`src/hw/rtl/mpg_pkg.sv`:
```
// Package for the multichannel PWM generator: field widths, reset defaults,
// command codes, controller states and the control/status structs.
// No dependencies.
package mpg_pkg;

    localparam int CHANNELS_DEF = 8;
    localparam int MAX_CHANNELS = 16;

    localparam int CMD_W   = 2;
    localparam int CHAN_W  = 4;
    localparam int FREQ_W  = 32;
    localparam int DUTY_W  = 17;
    localparam int TICK_W  = 25;
    localparam int PULSE_W = 32;
    localparam int PINS_W  = 8;

    // Divider: quotient bits, dividend width and step counter width.
    localparam int QUOT_W = 25;
    localparam int DIVD_W = 33;
    localparam int CNT_W  = 5;

    localparam int PROD_W = TICK_W + DUTY_W;

    localparam int IN_TDATA_W  = 56;
    localparam int OUT_TDATA_W = 144;

    localparam logic [DIVD_W-1:0] BASE_Q   = 33'd25600000;
    localparam logic [DIVD_W-1:0] BASE_Q2  = 33'd51200000;
    localparam logic [TICK_W-1:0] DEF_PERIOD = 25'd1000;
    localparam logic [TICK_W-1:0] DEF_WINDOW = 25'd500;
    localparam logic [DUTY_W-1:0] DEF_DUTY   = 17'd32768;
    localparam logic [DUTY_W-1:0] DUTY_ONE   = 17'd65536;
    localparam logic [PROD_W-1:0] ROUND_HALF = 42'd32768;

    typedef enum logic [CMD_W-1:0] {
        CMD_TICK = 2'd0,
        CMD_SET  = 2'd1,
        CMD_GET  = 2'd2
    } cmd_t;

    typedef enum logic [2:0] {
        ST_IDLE,
        ST_DECIDE,
        ST_DIV,
        ST_MUL,
        ST_DONE
    } ctrl_state_t;

    typedef struct packed {
        logic load;
        logic div_start;
        logic div_step;
        logic mul_load;
        logic commit;
    } ctrl_cmd_t;

    typedef struct packed {
        logic need_div;
        logic need_mul;
        logic out_free;
    } ctrl_status_t;

endpackage

```
`src/hw/rtl/mpg_ctrl.sv`:
```
// Controller of the PWM generator: sequences decode, division, multiply
// and commit for one item at a time.
// Depends on mpg_pkg.
module mpg_ctrl
(
    input  logic                  clk,
    input  logic                  rst_n,
    input  logic                  s_tvalid,
    output logic                  s_tready,
    output mpg_pkg::ctrl_cmd_t    cmd,
    input  mpg_pkg::ctrl_status_t status
);

    mpg_pkg::ctrl_state_t state_reg;
    mpg_pkg::ctrl_state_t state_next;
    logic [mpg_pkg::CNT_W-1:0] step_cnt_reg;
    logic [mpg_pkg::CNT_W-1:0] step_cnt_next;

    always_ff @(posedge clk or negedge rst_n)
    begin
        if (!rst_n)
        begin
            state_reg    <= mpg_pkg::ST_IDLE;
            step_cnt_reg <= '0;
        end
        else
        begin
            state_reg    <= state_next;
            step_cnt_reg <= step_cnt_next;
        end
    end

    always_comb
    begin
        state_next    = state_reg;
        step_cnt_next = step_cnt_reg;
        case (state_reg)
            mpg_pkg::ST_IDLE:
            begin
                if (s_tvalid)
                    state_next = mpg_pkg::ST_DECIDE;
            end
            mpg_pkg::ST_DECIDE:
            begin
                if (status.need_div)
                begin
                    state_next    = mpg_pkg::ST_DIV;
                    step_cnt_next = mpg_pkg::CNT_W'(mpg_pkg::QUOT_W - 1);
                end
                else
                    state_next = mpg_pkg::ST_DONE;
            end
            mpg_pkg::ST_DIV:
            begin
                step_cnt_next = step_cnt_reg - 1'b1;
                if (step_cnt_reg == '0)
                    state_next = status.need_mul ? mpg_pkg::ST_MUL : mpg_pkg::ST_DONE;
            end
            mpg_pkg::ST_MUL:
                state_next = mpg_pkg::ST_DONE;
            mpg_pkg::ST_DONE:
            begin
                if (status.out_free)
                    state_next = mpg_pkg::ST_IDLE;
            end
            default:
                state_next = mpg_pkg::ST_IDLE;
        endcase
    end

    always_comb
    begin
        s_tready      = 1'b0;
        cmd           = '0;
        case (state_reg)
            mpg_pkg::ST_IDLE:
            begin
                s_tready = 1'b1;
                cmd.load = s_tvalid;
            end
            mpg_pkg::ST_DECIDE:
                cmd.div_start = status.need_div;
            mpg_pkg::ST_DIV:
                cmd.div_step = 1'b1;
            mpg_pkg::ST_MUL:
                cmd.mul_load = 1'b1;
            mpg_pkg::ST_DONE:
                cmd.commit = status.out_free;
            default:
                cmd = '0;
        endcase
    end

endmodule

```
`src/hw/rtl/mpg_datapath.sv`:
```
// Datapath of the PWM generator: per-channel state, item registers, the
// shared restoring divider, the duty multiplier and the output register.
// Depends on mpg_pkg.
module mpg_datapath #(
    parameter int CHANNELS = mpg_pkg::CHANNELS_DEF
)
(
    input  logic                               clk,
    input  logic                               rst_n,
    input  logic [mpg_pkg::IN_TDATA_W-1:0]     s_tdata,
    input  logic [mpg_pkg::CMD_W-1:0]          s_tuser,
    output logic                               m_tvalid,
    input  logic                               m_tready,
    output logic [mpg_pkg::OUT_TDATA_W-1:0]    m_tdata,
    input  mpg_pkg::ctrl_cmd_t                 cmd,
    output mpg_pkg::ctrl_status_t              status
);

    localparam int IDX_W = (CHANNELS > 1) ? $clog2(CHANNELS) : 1;
    localparam int TW = mpg_pkg::TICK_W;

    // Per-channel state.
    logic [TW-1:0]                   period_reg   [CHANNELS];
    logic [TW-1:0]                   period_next  [CHANNELS];
    logic [TW-1:0]                   window_reg   [CHANNELS];
    logic [TW-1:0]                   window_next  [CHANNELS];
    logic [TW-1:0]                   pos_reg      [CHANNELS];
    logic [TW-1:0]                   pos_next     [CHANNELS];
    logic [mpg_pkg::PULSE_W-1:0]     pulse_reg    [CHANNELS];
    logic [mpg_pkg::PULSE_W-1:0]     pulse_next   [CHANNELS];
    logic [mpg_pkg::DUTY_W-1:0]      dset_reg     [CHANNELS];
    logic [mpg_pkg::DUTY_W-1:0]      dset_next    [CHANNELS];
    logic [CHANNELS-1:0]             running_reg;
    logic [CHANNELS-1:0]             running_next;
    logic [CHANNELS-1:0]             pin_reg;
    logic [CHANNELS-1:0]             pin_next;
    logic [CHANNELS-1:0]             done_vec;

    // Item registers.
    mpg_pkg::cmd_t                   cmd_reg;
    logic [mpg_pkg::CHAN_W-1:0]      chan_reg;
    logic [mpg_pkg::FREQ_W-1:0]      freq_reg;
    logic [mpg_pkg::DUTY_W-1:0]      duty_reg;
    logic [mpg_pkg::DUTY_W-1:0]      duty_in;
    logic                            chan_ok;
    logic [IDX_W-1:0]                idx;

    // Divider.
    logic [mpg_pkg::DIVD_W-1:0]      rem_reg;
    logic [mpg_pkg::QUOT_W-1:0]      dvd_reg;
    logic [mpg_pkg::DIVD_W-1:0]      divisor_reg;
    logic [mpg_pkg::QUOT_W-1:0]      quot_reg;
    logic [mpg_pkg::DIVD_W-1:0]      dvd_init;
    logic [mpg_pkg::DIVD_W-1:0]      divisor_init;
    logic [mpg_pkg::DIVD_W:0]        trial;
    logic                            trial_ge;

    // Multiplier and window.
    logic [mpg_pkg::PROD_W-1:0]      prod_reg;
    logic [TW-1:0]                   per_reg;
    logic [TW-1:0]                   per_clamped;
    logic [mpg_pkg::PROD_W-1:0]      prod_round;
    logic [mpg_pkg::PROD_W-17:0]     window_raw;
    logic [TW-1:0]                   window_new;

    // Output.
    logic                            out_valid_reg;
    logic [mpg_pkg::OUT_TDATA_W-1:0] out_data_reg;
    logic [mpg_pkg::PINS_W-1:0]      pins_vec;
    logic [mpg_pkg::PINS_W-1:0]      done_bits;
    logic                            accepted;
    logic                            is_get;

    assign duty_in = s_tdata[52:36];
    assign chan_ok = {1'b0, chan_reg} < (mpg_pkg::CHAN_W + 1)'(CHANNELS);
    assign idx     = chan_ok ? chan_reg[IDX_W-1:0] : '0;

    always_ff @(posedge clk)
    begin
        if (cmd.load)
        begin
            cmd_reg  <= mpg_pkg::cmd_t'(s_tuser);
            chan_reg <= s_tdata[3:0];
            freq_reg <= s_tdata[35:4];
            duty_reg <= (duty_in > mpg_pkg::DUTY_ONE) ? mpg_pkg::DUTY_ONE : duty_in;
        end
    end

    always_comb
    begin
        status.need_mul = (cmd_reg == mpg_pkg::CMD_SET);
        status.need_div = chan_ok &&
            (((cmd_reg == mpg_pkg::CMD_SET) && (freq_reg != '0)) ||
             ((cmd_reg == mpg_pkg::CMD_GET) && running_reg[idx]));
        status.out_free = !out_valid_reg || m_tready;
    end

    // A set divides (2*BASE + f) by 2f for a rounded period; a get divides
    // BASE by the stored period for the realized frequency.
    always_comb
    begin
        if (cmd_reg == mpg_pkg::CMD_SET)
        begin
            dvd_init     = mpg_pkg::BASE_Q2 + {1'b0, freq_reg};
            divisor_init = {freq_reg, 1'b0};
        end
        else
        begin
            dvd_init     = mpg_pkg::BASE_Q;
            divisor_init = {{(mpg_pkg::DIVD_W - TW){1'b0}}, period_reg[idx]};
        end
    end

    assign trial    = {rem_reg, dvd_reg[mpg_pkg::QUOT_W-1]};
    assign trial_ge = trial >= {1'b0, divisor_reg};

    always_ff @(posedge clk)
    begin
        if (cmd.div_start)
        begin
            // The quotient fits in QUOT_W bits, so the top dividend bits are
            // already below the divisor.
            rem_reg     <= {{mpg_pkg::QUOT_W{1'b0}},
                            dvd_init[mpg_pkg::DIVD_W-1:mpg_pkg::QUOT_W]};
            dvd_reg     <= dvd_init[mpg_pkg::QUOT_W-1:0];
            divisor_reg <= divisor_init;
            quot_reg    <= '0;
        end
        else if (cmd.div_step)
        begin
            rem_reg  <= trial_ge ? mpg_pkg::DIVD_W'(trial - {1'b0, divisor_reg})
                                 : trial[mpg_pkg::DIVD_W-1:0];
            dvd_reg  <= {dvd_reg[mpg_pkg::QUOT_W-2:0], 1'b0};
            quot_reg <= {quot_reg[mpg_pkg::QUOT_W-2:0], trial_ge};
        end
    end

    assign per_clamped = (quot_reg == '0) ? TW'(1) : quot_reg;

    always_ff @(posedge clk)
    begin
        if (cmd.mul_load)
        begin
            per_reg  <= per_clamped;
            prod_reg <= mpg_pkg::PROD_W'(per_clamped) * mpg_pkg::PROD_W'(duty_reg);
        end
    end

    assign prod_round = prod_reg + mpg_pkg::ROUND_HALF;
    assign window_raw = prod_round[mpg_pkg::PROD_W-1:16];
    assign window_new = (window_raw > {1'b0, per_reg}) ? per_reg : window_raw[TW-1:0];

    always_comb
    begin
        logic [TW-1:0] pos_inc;
        pos_inc = '0;
        for (int i = 0; i < CHANNELS; i++)
        begin
            period_next[i] = period_reg[i];
            window_next[i] = window_reg[i];
            pos_next[i]    = pos_reg[i];
            pulse_next[i]  = pulse_reg[i];
            dset_next[i]   = dset_reg[i];
        end
        running_next = running_reg;
        pin_next     = pin_reg;
        done_vec     = '0;
        if (cmd.commit)
        begin
            case (cmd_reg)
                mpg_pkg::CMD_TICK:
                begin
                    for (int i = 0; i < CHANNELS; i++)
                    begin
                        if (running_reg[i])
                        begin
                            pos_inc = pos_reg[i] + 1'b1;
                            if (pos_inc >= period_reg[i])
                            begin
                                pos_next[i]   = '0;
                                pulse_next[i] = pulse_reg[i] + 1'b1;
                                done_vec[i]   = 1'b1;
                            end
                            else
                                pos_next[i] = pos_inc;
                            pin_next[i] = pos_next[i] < window_reg[i];
                        end
                    end
                end
                mpg_pkg::CMD_SET:
                begin
                    if (chan_ok)
                    begin
                        dset_next[idx] = duty_reg;
                        pos_next[idx]  = '0;
                        if (freq_reg == '0)
                        begin
                            running_next[idx] = 1'b0;
                            period_next[idx]  = mpg_pkg::DEF_PERIOD;
                            window_next[idx]  = mpg_pkg::DEF_WINDOW;
                            pin_next[idx]     = 1'b0;
                        end
                        else
                        begin
                            running_next[idx] = 1'b1;
                            period_next[idx]  = per_reg;
                            window_next[idx]  = window_new;
                        end
                    end
                end
                default:
                begin
                end
            endcase
        end
    end

    always_ff @(posedge clk or negedge rst_n)
    begin
        if (!rst_n)
        begin
            for (int i = 0; i < CHANNELS; i++)
            begin
                period_reg[i] <= mpg_pkg::DEF_PERIOD;
                window_reg[i] <= mpg_pkg::DEF_WINDOW;
                pos_reg[i]    <= '0;
                pulse_reg[i]  <= '0;
                dset_reg[i]   <= mpg_pkg::DEF_DUTY;
            end
            running_reg <= '0;
            pin_reg     <= '0;
        end
        else
        begin
            for (int i = 0; i < CHANNELS; i++)
            begin
                period_reg[i] <= period_next[i];
                window_reg[i] <= window_next[i];
                pos_reg[i]    <= pos_next[i];
                pulse_reg[i]  <= pulse_next[i];
                dset_reg[i]   <= dset_next[i];
            end
            running_reg <= running_next;
            pin_reg     <= pin_next;
        end
    end

    // Only the first eight channels have a bit in the result.
    for (genvar g = 0; g < mpg_pkg::PINS_W; g++)
    begin : g_bits
        if (g < CHANNELS)
        begin : g_live
            assign pins_vec[g]  = pin_next[g];
            assign done_bits[g] = done_vec[g];
        end
        else
        begin : g_none
            assign pins_vec[g]  = 1'b0;
            assign done_bits[g] = 1'b0;
        end
    end

    assign is_get   = (cmd_reg == mpg_pkg::CMD_GET) && chan_ok;
    assign accepted = (cmd_reg == mpg_pkg::CMD_TICK) ||
                      (((cmd_reg == mpg_pkg::CMD_SET) || (cmd_reg == mpg_pkg::CMD_GET))
                       && chan_ok);

    always_ff @(posedge clk or negedge rst_n)
    begin
        if (!rst_n)
            out_valid_reg <= 1'b0;
        else if (cmd.commit)
            out_valid_reg <= 1'b1;
        else if (m_tready)
            out_valid_reg <= 1'b0;
    end

    always_ff @(posedge clk)
    begin
        if (cmd.commit)
        begin
            out_data_reg[7:0]   <= pins_vec;
            out_data_reg[15:8]  <= done_bits;
            out_data_reg[16]    <= accepted;
            out_data_reg[17]    <= is_get && running_reg[idx];
            out_data_reg[42:18] <= is_get ? period_reg[idx] : '0;
            out_data_reg[67:43] <= is_get ? window_reg[idx] : '0;
            out_data_reg[84:68] <= is_get ? dset_reg[idx] : '0;
            out_data_reg[109:85] <= (is_get && running_reg[idx]) ? quot_reg : '0;
            out_data_reg[141:110] <= is_get ? pulse_reg[idx] : '0;
            out_data_reg[143:142] <= '0;
        end
    end

    assign m_tvalid = out_valid_reg;
    assign m_tdata  = out_data_reg;

endmodule

```
`src/hw/rtl/multichannel_pwm_generator_unit.sv`:
```
// Top level of the multichannel PWM generator: controller plus datapath.
// Depends on mpg_pkg, mpg_ctrl and mpg_datapath.
//
// Usage:
// Items enter on the s_* channel: s_tuser carries the command (tick, set,
// get), s_tdata the channel, the Q24.8 frequency and the Q1.16 duty. Each
// item yields exactly one result item on the m_* channel with the pin
// levels, the period-done bits and, for a get, the channel's settings.
// A tick, a refused item, a set with zero frequency and a get on a stopped
// channel skip the divider; any other set or get goes through the shared
// restoring divider, one quotient bit per cycle, and a set then goes on
// through the duty multiplier. The next item is taken only once the result
// of the last one is registered.
// The result sits in an output register: s_tready returns while it waits,
// and a stalled receiver only holds the block once a second result is ready.
// Reset puts every channel at period 1000, window 500, duty 32768, stopped
// with its pin low, and clears the pulse counts.
module multichannel_pwm_generator_unit #(
    parameter int CHANNELS = mpg_pkg::CHANNELS_DEF
)
(
    input  logic                            clk,
    input  logic                            rst_n,
    input  logic                            s_tvalid,
    output logic                            s_tready,
    // s_tdata: channel[3:0], freq_q[35:4], duty_q[52:36], zero padding
    input  logic [mpg_pkg::IN_TDATA_W-1:0]  s_tdata,
    // s_tuser: cmd[1:0]
    input  logic [mpg_pkg::CMD_W-1:0]       s_tuser,
    output logic                            m_tvalid,
    input  logic                            m_tready,
    // m_tdata: pin_levels[7:0], period_done[15:8], accepted[16],
    // chan_active[17], period_out[42:18], duty_ticks_out[67:43],
    // duty_setting_out[84:68], actual_freq[109:85], pulse_count_out[141:110],
    // zero padding
    output logic [mpg_pkg::OUT_TDATA_W-1:0] m_tdata
);

    mpg_pkg::ctrl_cmd_t    ctrl_cmd;
    mpg_pkg::ctrl_status_t ctrl_status;

    mpg_ctrl u_ctrl (
        .clk      (clk),
        .rst_n    (rst_n),
        .s_tvalid (s_tvalid),
        .s_tready (s_tready),
        .cmd      (ctrl_cmd),
        .status   (ctrl_status)
    );

    mpg_datapath #(
        .CHANNELS (CHANNELS)
    ) u_datapath (
        .clk      (clk),
        .rst_n    (rst_n),
        .s_tdata  (s_tdata),
        .s_tuser  (s_tuser),
        .m_tvalid (m_tvalid),
        .m_tready (m_tready),
        .m_tdata  (m_tdata),
        .cmd      (ctrl_cmd),
        .status   (ctrl_status)
    );

endmodule

```
`config.mk`:
```
export PLATFORM = sky130hd
export DESIGN_NAME = multichannel_pwm_generator_unit
export DESIGN_NICKNAME = d
export VERILOG_FILES = /design/src/hw/rtl/mpg_pkg.sv /design/src/hw/rtl/mpg_ctrl.sv /design/src/hw/rtl/mpg_datapath.sv /design/src/hw/rtl/multichannel_pwm_generator_unit.sv
export SDC_FILE = /design/constraint.sdc
export NUM_CORES = 2
export LEC_CHECK = 0
export BUFFER_PORTS_ARGS = -buffer_cell sky130_fd_sc_hd__buf_2
export CAP_MARGIN = 40
export CORE_MARGIN = 2
export CORE_UTILIZATION = 30
export DETAILED_ROUTE_END_ITERATION = 8
export SLEW_MARGIN = 0
export SYNTH_ARGS = -nofsm -noshare
export SYNTH_HDL_FRONTEND = slang
export SYNTH_SLANG_ARGS = --single-unit
```
`constraint.sdc`:
```
create_clock -name clk -period 9.25 [get_ports clk]
set_input_delay 1.3875 -clock clk [delete_from_list [all_inputs] [get_ports clk]]
set_output_delay 1.3875 -clock clk [all_outputs]
set_load 0.02 [all_outputs]
```
==> reports/metrics.yaml <==
outcome: "complete, but fails checks"
violations: "design-rule violations"
wl_per_cell_microns: 23.4
gp_congestion: 1.01
clk_pin_slew_worst_paths_ps: 60
p_sw_frac: 0.379
io_pins: 208
grt_usage: 0.209
cts_resized: 0
drtPass1Iterations: 9
die-area_sq_um: 306000
avgViaCountPerCell: 5.28
io_buffer_count: 202
routed_wl_mm: 327
hold_class: "in2async"
synth_commonest_cells: "nand2_1, inv_1, dfrtp_1"
synthCells: 9858
finalCritPeriodShare: 0.856
p_leak_nw: 46.9
worstPathRequired_ps: 9860
max_cap_violations: 0
cts_buffer_depth: 4
die_y_microns: 553
clkLatencyLatePin_ps: 920
tns_ps: 0
overflow: 0
comb_power_share: 0.295
setup_violations: 0
cp-start-kind: "flip-flop"
final_nets: 10900
min_period_ps: 7920
drtIter0Drc: 8769
ir_drop_mv: 0.201
p_int_w: 0.0129
ys_seq_area_frac: 0.399
postCtsSetupRepairBufs: 0
cts_tree: "done"
start_util: 0.302
crit_arrival_ps: 8540
syn_area_sq_um: 90400
hold_buffers: 0
yosysTopAreaCell: "dfrtp_1"
largest_reg_flops: 256
synth_cell_types: 98
maxSlewViolCount: 0
worstSetupPathType: "reg2reg"
drive_above_1_share: 0.0908
ys.flop_type: "dfrtp_1"
numCtsBuffers: 170
final_antenna_net_count: 0
hold_viol: 0
finalClockSkew_ps: 115
seqPwrFrac: 0.373
drc: 28
rows: 201
end_kind: "flip-flop"
core_sq_um: 300000
fp.dieW_microns: 553
rsz0062_at_grt: "false"
h-tree-depth: 4
synth_edf_count: 315
max-slew-margin-rel: 0.137
switchingPower_w: 0.00783
crit_top_cell: "fa_1"
synth_warnings: 0
antenna_found_initial: 29
crit_path_max_fanout: 10
dr_total_vias: 73800
grt_pass1_wl_mm: 481
cts.sinks: 1382
post-synth-top-count-cell: "nand2_1"
ys_async_sr_fraction: 0.736
worstMarginPinSlew_ps: 1290
area_growth_pct: 12.9
crit_chain: "or4_1 -> nor4_1 -> a41o_1 -> nand2_1 -> fa_1 -> fa_1 -> inv_1 -> fa_1 -> fa_1 -> fa_1 -> inv_1 -> fa_1 -> inv_1 -> ha_1 -> and4_1 -> o211ai_1 -> a31o_2 -> a31oi_1 -> buf_4 -> a21o_1 -> a21boi_0 -> o21ai_0 -> a31oi_1 -> xnor2_1"
netlist_top_cells_area: "dfrtp_1, edfxtp_1, ha_1"
grt_max_degree: 167
p_per_area_nw_per_um2: 203
hpwl_mm: 239
cts-root-buf: "clkbuf_16"
pwr-share-clk: 0.332
fmax_mhz: 126
grt_pass1_vias: 70900
cp_slowest_cell: "or4_1"
ys_ff_latch: 1382
critPathMaxStageDelay_ps: 600
syn_avg_cell_area_sq_um: 9.17
dp_cells: 13700
yosysTopAreaCellShare: 0.253
stdcell_count: 14000
-- cell usage in the layout (no fill, tap or decap), drive strengths merged, types with 124 or more instances in the layout --
master,Yosys,layout
a21o,161,161
a21oi,627,627
a22o,156,156
and2,266,266
and3,150,150
buf,89,400
clkbuf,476,242
dfrtp,913,913
edfxtp,315,315
fa,343,343
ha,588,588
inv,1042,1053
mux2i,124,124
nand2,1555,1555
nand3,271,271
nand4,171,171
nor2,424,424
o21ai,544,544
xnor2,280,280
xor2,242,242
-- cells by family after synthesis --
group,Yosys count,share of synthesized area
other,1,0.0000415
buffers and inverters,1608,0.0682
AND/OR/NAND/NOR,3275,0.169
XOR/XNOR,522,0.0506
flip-flops,1382,0.399
multiplexers,156,0.0205
adder cells (fa/ha/maj),931,0.157
AO/OA/AOI/OAI,1983,0.135
-- critical path, delay by kind of cell (launching register included) --
kind | cells | cell delay [ps]
buf+inv | 4 | 360
simple gates | 4 | 1280
xor+xnor | 1 | 150
fa+ha+maj | 7 | 3680
compound gates | 8 | 1710
flops | 1 | 480
-- routing by layer --
layer  part of all wire  vias up  GRT usage  wire length (microns)
met1               0.43    36200      0.286                 140000
li1                   -    33500          -                      -
met5             0.0011        -    0.00297                    357
met2               0.42     3367      0.307                 137000
met3              0.092      730     0.0457                  30100
met4              0.060       16      0.111                  19600
-- worst paths after layout --
kind	start	end	slack (ps)	cells past startpoint
min reg2reg	u_datapath.dset_reg[66]	u_datapath.dset_reg[66]	460	2
min	rst_n	u_datapath.pulse_reg[176]	440	1
max reg2reg	u_datapath.quot_reg[3]	u_datapath.prod_reg[40]	1330	24
min in group clk	u_datapath.dset_reg[66]	u_datapath.dset_reg[66]	460	2
max	u_datapath.quot_reg[3]	u_datapath.prod_reg[40]	1330	24
max in group asynchronous	rst_n	u_datapath.pulse_reg[29]	6870	3
-- metrics by stage --
| stage | cell area, sq um | hold slack (ps) | power [W] | setup slack (ps) | util |
|---|---|---|---|---|---|
| finish | 102000 | 443 | 0.0207 | 1330 | 0.341 |
| global route | 102000 | 470 | 0.0216 | 890 | 0.341 |
| CTS | 102000 | 418 | 0.0207 | 1330 | 0.340 |
| detailed placement | 96400 | 450 | 0.0138 | 1390 | 0.322 |
| global placement | 95500 | 446 | 0.0136 | 1090 | 0.319 |
| floorplan | 90400 | 439 | 0.0112 | 2060 | - |
-- power by group through the flow --
stage / clock network, W / registers [W] / logic (W)
4_1_cts: 0.00698 / 0.00770 / 0.00602
3_5_place_dp: 0 / 0.00781 / 0.00599
3_3_place_gp: 0 / 0.00783 / 0.00578
2_1_floorplan: 0 / 0.00767 / 0.00358
5_1_grt: 0.00720 / 0.00779 / 0.00657
6_report: 0.00686 / 0.00773 / 0.00610
-- cell type report --
type                            count  area [sq um]
Clock buffer                      242          4840
Antenna cell                       15          37.5
Clock inverter                     69           779
Sequential cell                  1382         36000
Tap cell                         3958          4950
Multi-Input combinational cell   6869         48500
Fill cell                       30800        198000
Timing Repair Buffer              403          3080
Inverter                         1043          3920
Power figures use the tool's default switching activity.
